## src/design/pfb_pkg.sv

```systemverilog
// Shared constants, request codes and controller/datapath interface types for the blitter.
`timescale 1ns / 1ps
package pfb_pkg;

  localparam int SCREEN_WIDTH  = 84;
  localparam int SCREEN_HEIGHT = 48;
  localparam int PAGE_COUNT    = (SCREEN_HEIGHT + 7) / 8;
  localparam int FB_BYTES      = SCREEN_WIDTH * PAGE_COUNT;
  localparam int ADDR_W        = $clog2(FB_BYTES);
  localparam int PAGE_W        = $clog2(PAGE_COUNT + 1);
  localparam int COORD_W       = 12;

  localparam logic [2:0] REQ_SET  = 3'd0;
  localparam logic [2:0] REQ_CLR  = 3'd1;
  localparam logic [2:0] REQ_BLIT = 3'd2;
  localparam logic [2:0] REQ_WIPE = 3'd3;
  localparam logic [2:0] REQ_READ = 3'd4;

  typedef struct packed {
    logic accept;
    logic coord;
    logic plan;
    logic rd_hi;
    logic wr_en;
    logic wr_hi;
    logic cap_read;
    logic clr_step;
  } pfb_cmd_t;

  typedef struct packed {
    logic is_wipe;
    logic need0;
    logic need1;
    logic clr_last;
  } pfb_sts_t;

endpackage

```

## src/design/pfb_ctrl.sv

```systemverilog
// Sequencing state machine: accept, coordinate and plan stages, read-modify-write, clear sweep.
`timescale 1ns / 1ps
module pfb_ctrl (
  input  logic             clk,
  input  logic             rst_n,
  input  logic             start,
  input  pfb_pkg::pfb_sts_t sts,
  output pfb_pkg::pfb_cmd_t cmd,
  output logic             busy,
  output logic             out_valid
);
  import pfb_pkg::*;

  typedef enum logic [2:0] {
    ST_WIPE, ST_IDLE, ST_COORD, ST_PLAN, ST_RD0, ST_WR0, ST_WR1
  } state_t;

  state_t state_r;
  logic   report_r;
  logic   out_valid_r, out_valid_nxt;

  always_ff @(posedge clk) begin
    if (!rst_n) begin
      state_r     <= ST_WIPE;
      report_r    <= 1'b0;
      out_valid_r <= 1'b0;
    end else begin
      out_valid_r <= out_valid_nxt;
      case (state_r)
        ST_IDLE: begin
          if (start) state_r <= ST_COORD;
        end
        ST_COORD: state_r <= ST_PLAN;
        ST_PLAN: begin
          if (sts.is_wipe) begin
            state_r  <= ST_WIPE;
            report_r <= 1'b1;
          end else begin
            state_r <= ST_RD0;
          end
        end
        ST_RD0: state_r <= ST_WR0;
        ST_WR0: begin
          if (sts.need1) begin
            state_r <= ST_WR1;
          end else begin
            state_r <= ST_IDLE;
          end
        end
        ST_WR1: begin
          state_r <= ST_IDLE;
        end
        ST_WIPE: begin
          if (sts.clr_last) begin
            state_r  <= ST_IDLE;
            report_r <= 1'b0;
          end
        end
        default: state_r <= ST_IDLE;
      endcase
    end
  end

  always_comb begin
    cmd           = '0;
    out_valid_nxt = 1'b0;
    case (state_r)
      ST_IDLE:  cmd.accept = start;
      ST_COORD: cmd.coord  = 1'b1;
      ST_PLAN:  cmd.plan   = 1'b1;
      ST_WR0: begin
        cmd.wr_en     = sts.need0;
        cmd.cap_read  = 1'b1;
        cmd.rd_hi     = 1'b1;
        out_valid_nxt = !sts.need1;
      end
      ST_WR1: begin
        cmd.wr_en     = 1'b1;
        cmd.wr_hi     = 1'b1;
        out_valid_nxt = 1'b1;
      end
      ST_WIPE: begin
        cmd.clr_step  = 1'b1;
        out_valid_nxt = sts.clr_last && report_r;
      end
      default: begin
        cmd           = '0;
        out_valid_nxt = 1'b0;
      end
    endcase
  end

  assign busy      = (state_r != ST_IDLE);
  assign out_valid = out_valid_r;

endmodule

```

## config.mk

```make
export PLATFORM = sky130hd
export DESIGN_NAME = pfb_ctrl
export DESIGN_NICKNAME = d
export VERILOG_FILES = /design/src/design/pfb_pkg.sv /design/src/design/pfb_ctrl.sv
export SDC_FILE = /design/constraint.sdc
export NUM_CORES = 1
export LEC_CHECK = 0
export ABC_AREA = 0
export BUFFER_PORTS_ARGS = -buffer_cell sky130_fd_sc_hd__buf_2
export CAP_MARGIN = 20
export CORE_AREA = 2 2 39 41
export DETAILED_ROUTE_END_ITERATION = 8
export DIE_AREA = 0 0 41 43
export GPL_TIMING_DRIVEN = 0
export PLACE_DENSITY_LB_ADDON = 0.08
export SYNTH_ARGS = -nofsm -noshare
export SYNTH_HDL_FRONTEND = slang
export SYNTH_SLANG_ARGS = --single-unit
```

## constraint.sdc

```tcl
create_clock -name clk -period 1.9 [get_ports clk]
set_input_delay 0.285 -clock clk [delete_from_list [all_inputs] [get_ports clk]]
set_output_delay 0.285 -clock clk [all_outputs]
set_load 0.02 [all_outputs]
```

## Word-level counts from Yosys, hierarchy flattened

Cells that the tools add are included.

- Output and inout port bits: 10
- Register bits after elaboration: 5
- Word-level logic and storage cells: 35
- Input port bits: 7

- Reduce and logical (&&, ||, !) cells: 6
- Multiplexer cells: 16
- Eq/ne operators: 10

Operators with widths:

| cell | count |
|---|---|
| $pmux 3 s6 | 1 |
| $mux 3 | 4 |
| $eq 3x3->1 const B | 3 |
| $mux 1 | 8 |
| $eq 3x2->1 const B | 2 |
| $ne 2x2->1 const B | 3 |
| $pmux 1 s2 | 2 |
| $eq 3x1->1 const B | 1 |
| $logic_not 3->1 | 1 |
| $ne 3x1->1 const B | 1 |
| $pmux 1 s3 | 1 |
| $reduce_and 3->1 | 1 |
| $reduce_and 2->1 | 1 |
| $reduce_bool 2->1 | 1 |
| $logic_and 1x1->1 | 1 |
| $logic_not 1->1 | 1 |

## Longest topological paths before layout

Gate-level depths: netlist (run 1).

- Word-level depth: 3
- Gate-level depth with buffers: 4
- Mapped depth without buffers: 3

## Worst setup path after synthesis (run 1)

OpenSTA, ideal clock, no wires.

- Path kind: register to output
- Start: reg state_r[1]
- End: out cmd[7] (netlist bit)
- Stages on the path, launching flop included: 4
- Path buffers: 1
- Data required time: 1.615 ns
- Setup slack: 0.484 ns
- Arrival: 1.131 ns
- Cell sequence: dfxtp_1 > buf_4 > nand3b_1 > nor2_1

RTL lines:

| element | RTL line | RTL |
|---|---|---|
| start, declared | pfb_ctrl.sv:18 | `state_t state_r;` |
| start signal, assigned | pfb_ctrl.sv:24 | `state_r <= ST_WIPE;` |
| start signal, assigned | pfb_ctrl.sv:31 | `if (start) state_r <= ST_COORD;` |
| start signal, assigned | pfb_ctrl.sv:33 | `ST_COORD: state_r <= ST_PLAN;` |
| end, declared | pfb_ctrl.sv:8 | `output pfb_pkg::pfb_cmd_t cmd,` |

==> results of run 1 <==
==> placed cells by master (no fill, tap or decap), types with 2 or more instances in the layout <==
master,count
buf_2,16
dfxtp_1,5
nand2_1,4
nand3b_1,3
inv_1,3
nor2_1,3
a21oi_1,3
clkbuf_4,3
buf_6,2
buf_4,2
==> critical path: stages (launching register included) <==
cell and delay, ns:
dfxtp_1 0.32, buf_6 0.15, nand2_1 0.07, nor2_1 0.22, a21o_1 0.11, buf_2 0.15
==> report_power, final <==
group	switching, W	internal, W	total [W]
combinational	0.0000276	0.0000221	0.0000497
sequential	0.00000145	0.000108	0.000109
clock	0.0000404	0.0000792	0.000120
total	0.0000695	0.000209	0.000279
==> state kept, by name (all words and copies together) (netlist names) <==
register and count:
state_r 3, out_valid 1, report_r 1
==> Yosys cell counts, drive strengths merged <==
library cell	count
nand2b	1
o31a	1
a31o	1
nor2	3
nor3	2
and3b	1
inv	4
nand3b	3
o32a	1
a31oi	1
nand3	1
nor3b	1
a21o	1
a21oi	3
buf	4
a211o	1
dfxtp	5
nor2b	1
nand2	4
nor4	1
o41ai	1
==> metal layers <==
layer  share of wire, %  vias to the layer above
li1                   -                      188
met1                 44                      166
met2                 47                       15
met3                8.3                        0
met4                  0                        0
met5                  0                        -
==> through the flow <==
stage               setup WS, ns  hold slack [ns]  util, %
floorplan                 0.4842           0.4079        -
finish                    0.3524           0.2992    33.73
CTS                       0.3376           0.2894    33.73
global route              0.2705           0.2880    33.73
detailed placement        0.6115           0.5402    31.83
global placement          0.6134           0.5484    31.83
==> layout make-up <==
type	count	area [sq um]	area share (%)
inverter	4	17.52	3.753
sequential	5	100.1	21.45
multi-input combinational	28	185.2	39.68
tap	16	20.02	4.290
clock buffer	4	26.28	5.630
timing repair buffer	16	80.08	17.16
buffer	4	37.54	8.043
==> worst max-delay path by stage <==
stage / start / to / depth (start not counted)
2_1_floorplan: state_r[1]$_SDFFE_PN0P_ / cmd[7] / 3
3_3_place_gp: state_r[2]$_SDFFE_PN0P_ / cmd[3] / 5
3_5_place_dp: state_r[2]$_SDFFE_PN0P_ / cmd[3] / 5
4_1_cts: state_r[2]$_SDFFE_PN0P_ / cmd[3] / 5
5_1_grt: state_r[2]$_SDFFE_PN0P_ / cmd[3] / 5
6_report: state_r[2]$_SDFFE_PN0P_ / cmd[3] / 5
==> cells by family (layout without fill, tap and decap cells) <==
| logic type | after synthesis | count (layout) | synth area share, % |
|---|---|---|---|
| simple gates | 18 | 18 | 32.72 |
| compound gates | 10 | 10 | 21.69 |
| buf+inv | 8 | 28 | 16.18 |
| flops | 5 | 5 | 29.41 |
==> reports/metrics.yaml, run 1 <==
clocking:
  clk_path_buf_depth: 2
  root_buffer: "clkbuf_4"
  cts_sinks: 5
  clk_latency_ns: 0.24
  htree_levels: 1
  post_cts_resized: 0
  cts_tree: "yes"
  path_clk_slew_ns: 0.04
  cts_hold_buf: 0
  post-cts-setup-buffer-count: 0
  cts_buffers: 3
critical_path:
  r2r_end: "state_r[1]$_SDFFE_PN0P_"
  worst_setup_path_start_kind: "flip-flop"
  rr_worst_depth: 4
  cp-end-kind: "output port"
  r2r-start: "state_r[1]$_SDFFE_PN0P_"
  cp.required_ns: 1.62
  cp.arrival_ns: 1.26
  critPathMaxFanout: 10
  regToRegSetupSlack_ns: 0.86
  critical_path_class: "reg2out"
placed_design:
  place.detailed.hpwl_um: 641.2
  dp_cells: 73
  gp_congestion: 0.6554
  place_area_sq_um: 440.4
  io_buffers: 16
hold_path:
  holdPathStages: 2
  hold_path_class: "in2reg"
  holdPathEnd: "report_r$_SDFFE_PN0P_"
  min_from: "sts[3]"
job:
  max_cap_violations: 0
logic_synthesis:
  synth_top_cell_area_share_pct: 29.41
  syn_area_sq_um: 340.3
  synthTopCellsByArea: "dfxtp_1 (29%), buf_6 (6.6%), nand3b_1 (6.6%), nor3_4 (4.8%), a21oi_1 (4.4%)"
  yosysSeqAreaShare_pct: 29.41
  synth_seq_cells: 5
  synth_cells: 41
  ys_warn_count: 0
  synth_nets: 48
  ys_types: 24
  synth.largest_area_cell: "dfxtp_1"
  syn_area_per_cell_sq_um: 8.301
global_route:
  grt.met1_usage_pct: 14.89
  grt_antenna_before_repair: 0
  use_met3_pct: 7.853
  busiest_layer: "met1"
  grt_pass1_wl_mm: 1.242
  grt.total_usage_pct: 11.17
  grt.overflow.total: 0
  grt_use_met2_pct: 13.75
  grt_pass1_vias: 296
  grt_max_degree: 11
timing:
  finClkSkew_ns: 0.003564
  period_needed_ns: 1.548
  slew_violations: 0
  max_slew_margin_pct: 81.97
  finalHoldViolCount: 0
  grt_setup_unrepaired: "false"
  setup_viol: 0
  worst_pin_slew_ns: 0.2670
  finalCritPeriodShare_pct: 81.45
  fin_setup_tns_ns: 0
  max_freq_mhz: 646.2
floorplanning:
  die_x_um: 41
  pin_count: 17
  core_sq_mm: 0.001384
  dieArea_sq_mm: 0.001763
  rows: 14
  die_h_um: 43
  start_util_pct: 24.59
route:
  postRouteAntennaNets: 0
  wirelength_um: 810
  drt_first_pass_iters: 4
  drt_iter0_drc: 6
  via_count: 369
  drc: 0
  wire_per_inst_um: 10.52
  via_per_inst: 4.792
layout:
  drive_gt1_share_pct: 44.26
  final_area_sq_um: 466.7
  final-instance-count-excl-fill: 77
  area_growth_pct: 37.13
  antenna_cells: 0
  fill_cells: 166
  fin_nets: 69
power:
  power_density_mw_per_mm2: 596.9
  total_leakage_power_nw: 0.2481
  ir_drop_uv: 404.5
  total_power_w: 0.0002786
outcome:
  status: "complete, no violations"
No activity file was read; power rests on OpenSTA's default activity.
==> run 2, diff against run 1 <==
==> constraint.sdc (replaced) <==
create_clock -name clk -period 1.4 [get_ports clk]
set_input_delay 0.21 -clock clk [delete_from_list [all_inputs] [get_ports clk]]
set_output_delay 0.21 -clock clk [all_outputs]
set_load 0.02 [all_outputs]
==> reports/metrics.yaml, run 2 (same netlist as run 1, synthesis figures left out) <==
floorplanning:
  die_h_um: 43  # unchanged
  dieArea_sq_mm: 0.001763  # unchanged
  core_sq_mm: 0.001384  # unchanged
  pin_count: 17  # unchanged
  start_util_pct: 24.59  # unchanged
  rows: 14  # unchanged
  die_x_um: 41  # unchanged
global_route:
  busiest_layer: "met2"  # was met1
  grt_pass1_vias: 340  # was 296
  use_met3_pct: 7.853  # unchanged
  grt_use_met2_pct: 16.56  # was 13.75%
  grt_antenna_before_repair: 0  # unchanged
  grt.met1_usage_pct: 15.53  # was 14.89%
  grt.total_usage_pct: 12.27  # was 11.17%
  grt_pass1_wl_mm: 1.380  # was 1.242 mm
  grt.overflow.total: 0  # unchanged
  grt_max_degree: 11  # unchanged
clocking:
  htree_levels: 1  # unchanged
  clk_latency_ns: 0.24  # about the same
  cts_tree: "yes"  # unchanged
  clk_path_buf_depth: 2  # unchanged
  root_buffer: "clkbuf_4"  # unchanged
  path_clk_slew_ns: 0.04  # about the same
  cts_hold_buf: 0  # unchanged
  cts_buffers: 3  # unchanged
  cts_sinks: 5  # unchanged
critical_path:
  cp.arrival_ns: 1.19  # was 1.26 ns
  slowest_delay_ns: 0.31  # was 0.32 ns
  cp_top_family: "flip-flops"  # unchanged
  cpMaxStageDelayCell: "dfxtp_2"  # was dfxtp_1
  cpMostUsedCell: "buf_6"
  worst-path-buf-inv: 2  # unchanged
  critPathMaxFanout: 8  # was 10
  cp-end-kind: "output port"  # unchanged
  cp.required_ns: 1.19  # was 1.62 ns
  crit_chain: "buf_6 > and3b_2 > a21o_1 > buf_6"  # was buf_6 > nand2_1 > nor2_1 > a21o_1 > buf_2
  critical_path_class: "reg2out"  # unchanged
  worst_setup_path_start_kind: "flip-flop"  # unchanged
placed_design:
  io_buffers: 16  # unchanged
  place.detailed.hpwl_um: 641.2  # unchanged
  gp_congestion: 0.6554  # unchanged
  dp_cells: 73  # unchanged
power:
  power_density_mw_per_mm2: 717.2  # was 596.9 mW/mm^2
  pwr-share-clk_pct: 41.6  # was 42.9%
  intPower_w: 0.0002928  # was 0.0002091 W
  pwr-share-seq_pct: 38.3  # was 39.2%
  p_switching_w: 0.00009575  # was 0.00006945 W
  ir_drop_uv: 563.1  # was 404.5 uV
  power_frac_comb_pct: 20.1  # was 17.9%
  swShare_pct: 24.64  # was 24.93%
  total_leakage_power_nw: 0.2882  # was 0.2481 nW
outcome:
  status: "complete, no violations"  # unchanged
layout:
  final_common_cell: "buf_2"  # unchanged
  final-instance-count-excl-fill: 84  # was 77
  largest_reg_flops: 3  # unchanged
  antenna_cells: 0  # unchanged
  fin_nets: 76  # was 69
  final_cell_mix: "buf_2 (14), buf_4 (8), buf_6 (5), nand2_1 (4)"  # was buf_2 (16), dfxtp_1 (5), nand2_1 (4)
  regMostFlops: "state_r"  # unchanged
  area_growth_pct: 59.19  # was 37.13%
  drive_gt1_share_pct: 55.88  # was 44.26%
route:
  wire_per_inst_um: 10.67  # was 10.52 um
  drc: 0  # unchanged
  wirelength_um: 896  # was 810 um
  via_per_inst: 4.726  # was 4.792
  via_count: 397  # was 369
  postRouteAntennaNets: 0  # unchanged
  drt_first_pass_iters: 2  # was 4
  drt_iter0_drc: 2  # was 6
timing:
  period_needed_ns: 1.399
  setup_viol: 0  # unchanged
  finalHoldViolCount: 0  # unchanged
  max_freq_mhz: 714.8
  grt_setup_unrepaired: "true"  # was false
  fin_setup_tns_ns: 0  # unchanged
  finalCritPeriodShare_pct: 99.93
  slew_violations: 0  # unchanged
  worst_pin_slew_ns: 0.2658  # was 0.2670 ns
  max_slew_margin_pct: 82.05  # was 81.97%
  finClkSkew_ns: 0.003717  # was 0.003564 ns
  holdWs_ns: 0.2249  # was 0.2992 ns
hold_path:
  hold_path_class: "in2reg"  # unchanged
job:
  max_cap_violations: 0  # unchanged
run 2: changes by cell type in the layout (fill, tap and decap cells not counted):
| cell | previous run | this run |
|---|---|---|
| buf_2 | 16 | 14 |
| buf_4 | 2 | 8 |
| buf_6 | 2 | 5 |
| dfxtp_1 | 5 | 2 |
| dfxtp_2 | 0 | 3 |
| nor2_1 | 3 | 2 |
| nor2_2 | 0 | 1 |
run 2: worst paths after layout:
| check | start | slack, ns | to | depth (start not counted) |
|---|---|---|---|---|
| worst max-delay path | state_r[0]$_SDFFE_PN0P_ | 0.0009 | cmd[3] | 4 |
| worst min-delay path | sts[3] | 0.22 | report_r$_SDFFE_PN0P_ | 2 |
| worst max register to register | state_r[0]$_SDFFE_PN0P_ | 0.18 | state_r[0]$_SDFFE_PN0P_ | 5 |
| worst min register to register | report_r$_SDFFE_PN0P_ | 0.60 | report_r$_SDFFE_PN0P_ | 3 |
run 2: through the flow:
step	utilization (%)	setup slack [ns]	total power, W	area (sq um)
after floorplan	-	0.05917	0.0001938	340.3
after global placement	31.83	0.1884	0.0002192	440.4
after detailed placement	31.83	0.1865	0.0002187	440.4
after CTS	36.80	-0.02404	0.0003924	509.2
after global routing	39.15	-0.06032	0.0004187	541.8
final	39.15	0.0009238	0.0003886	541.8
run 2: repair_timing:
item	in CTS	in global routing
cloned	1	0
buffers inserted	2	5
pin swaps	2	1
hold endpoints to repair	0	0
setup endpoints to repair	4	6
resized for setup	8	3
run 2: metal layers:
metal | up-vias | wire, um | share of wire [%]
met3 | 0 | 66 | 7.4
met2 | 13 | 412 | 46
met1 | 183 | 418 | 47
met4 | 0 | 0 | 0
li1 | 201 | - | -
met5 | - | 0 | 0
run 2: worst reg2reg max path: stages, from the launching register on:
cell and delay (ns):
dfxtp_2 0.31, buf_6 0.13, buf_4 0.13, buf_4 0.12, o41ai_1 0.34, a21oi_1 0.06
run 2: power by group through the flow:
stage | registers [W] | clock network [W] | logic [W]
2_1_floorplan | 0.000150 | 0 | 0.0000434
3_3_place_gp | 0.000151 | 0 | 0.0000685
3_5_place_dp | 0.000151 | 0 | 0.0000680
4_1_cts | 0.000148 | 0.000174 | 0.0000701
5_1_grt | 0.000149 | 0.000184 | 0.0000850
6_report | 0.000149 | 0.000162 | 0.0000780
run 2: final cells by class:
type | count | area, sq um
Buffer | 3 | 33.78
Clock buffer | 4 | 26.28
Inverter | 4 | 17.52
Tap cell | 16 | 20.02
Multi-Input combinational cell | 28 | 187.7
Sequential cell | 5 | 103.9
Timing Repair Buffer | 24 | 152.6
Fill cell | 155 | 842.1
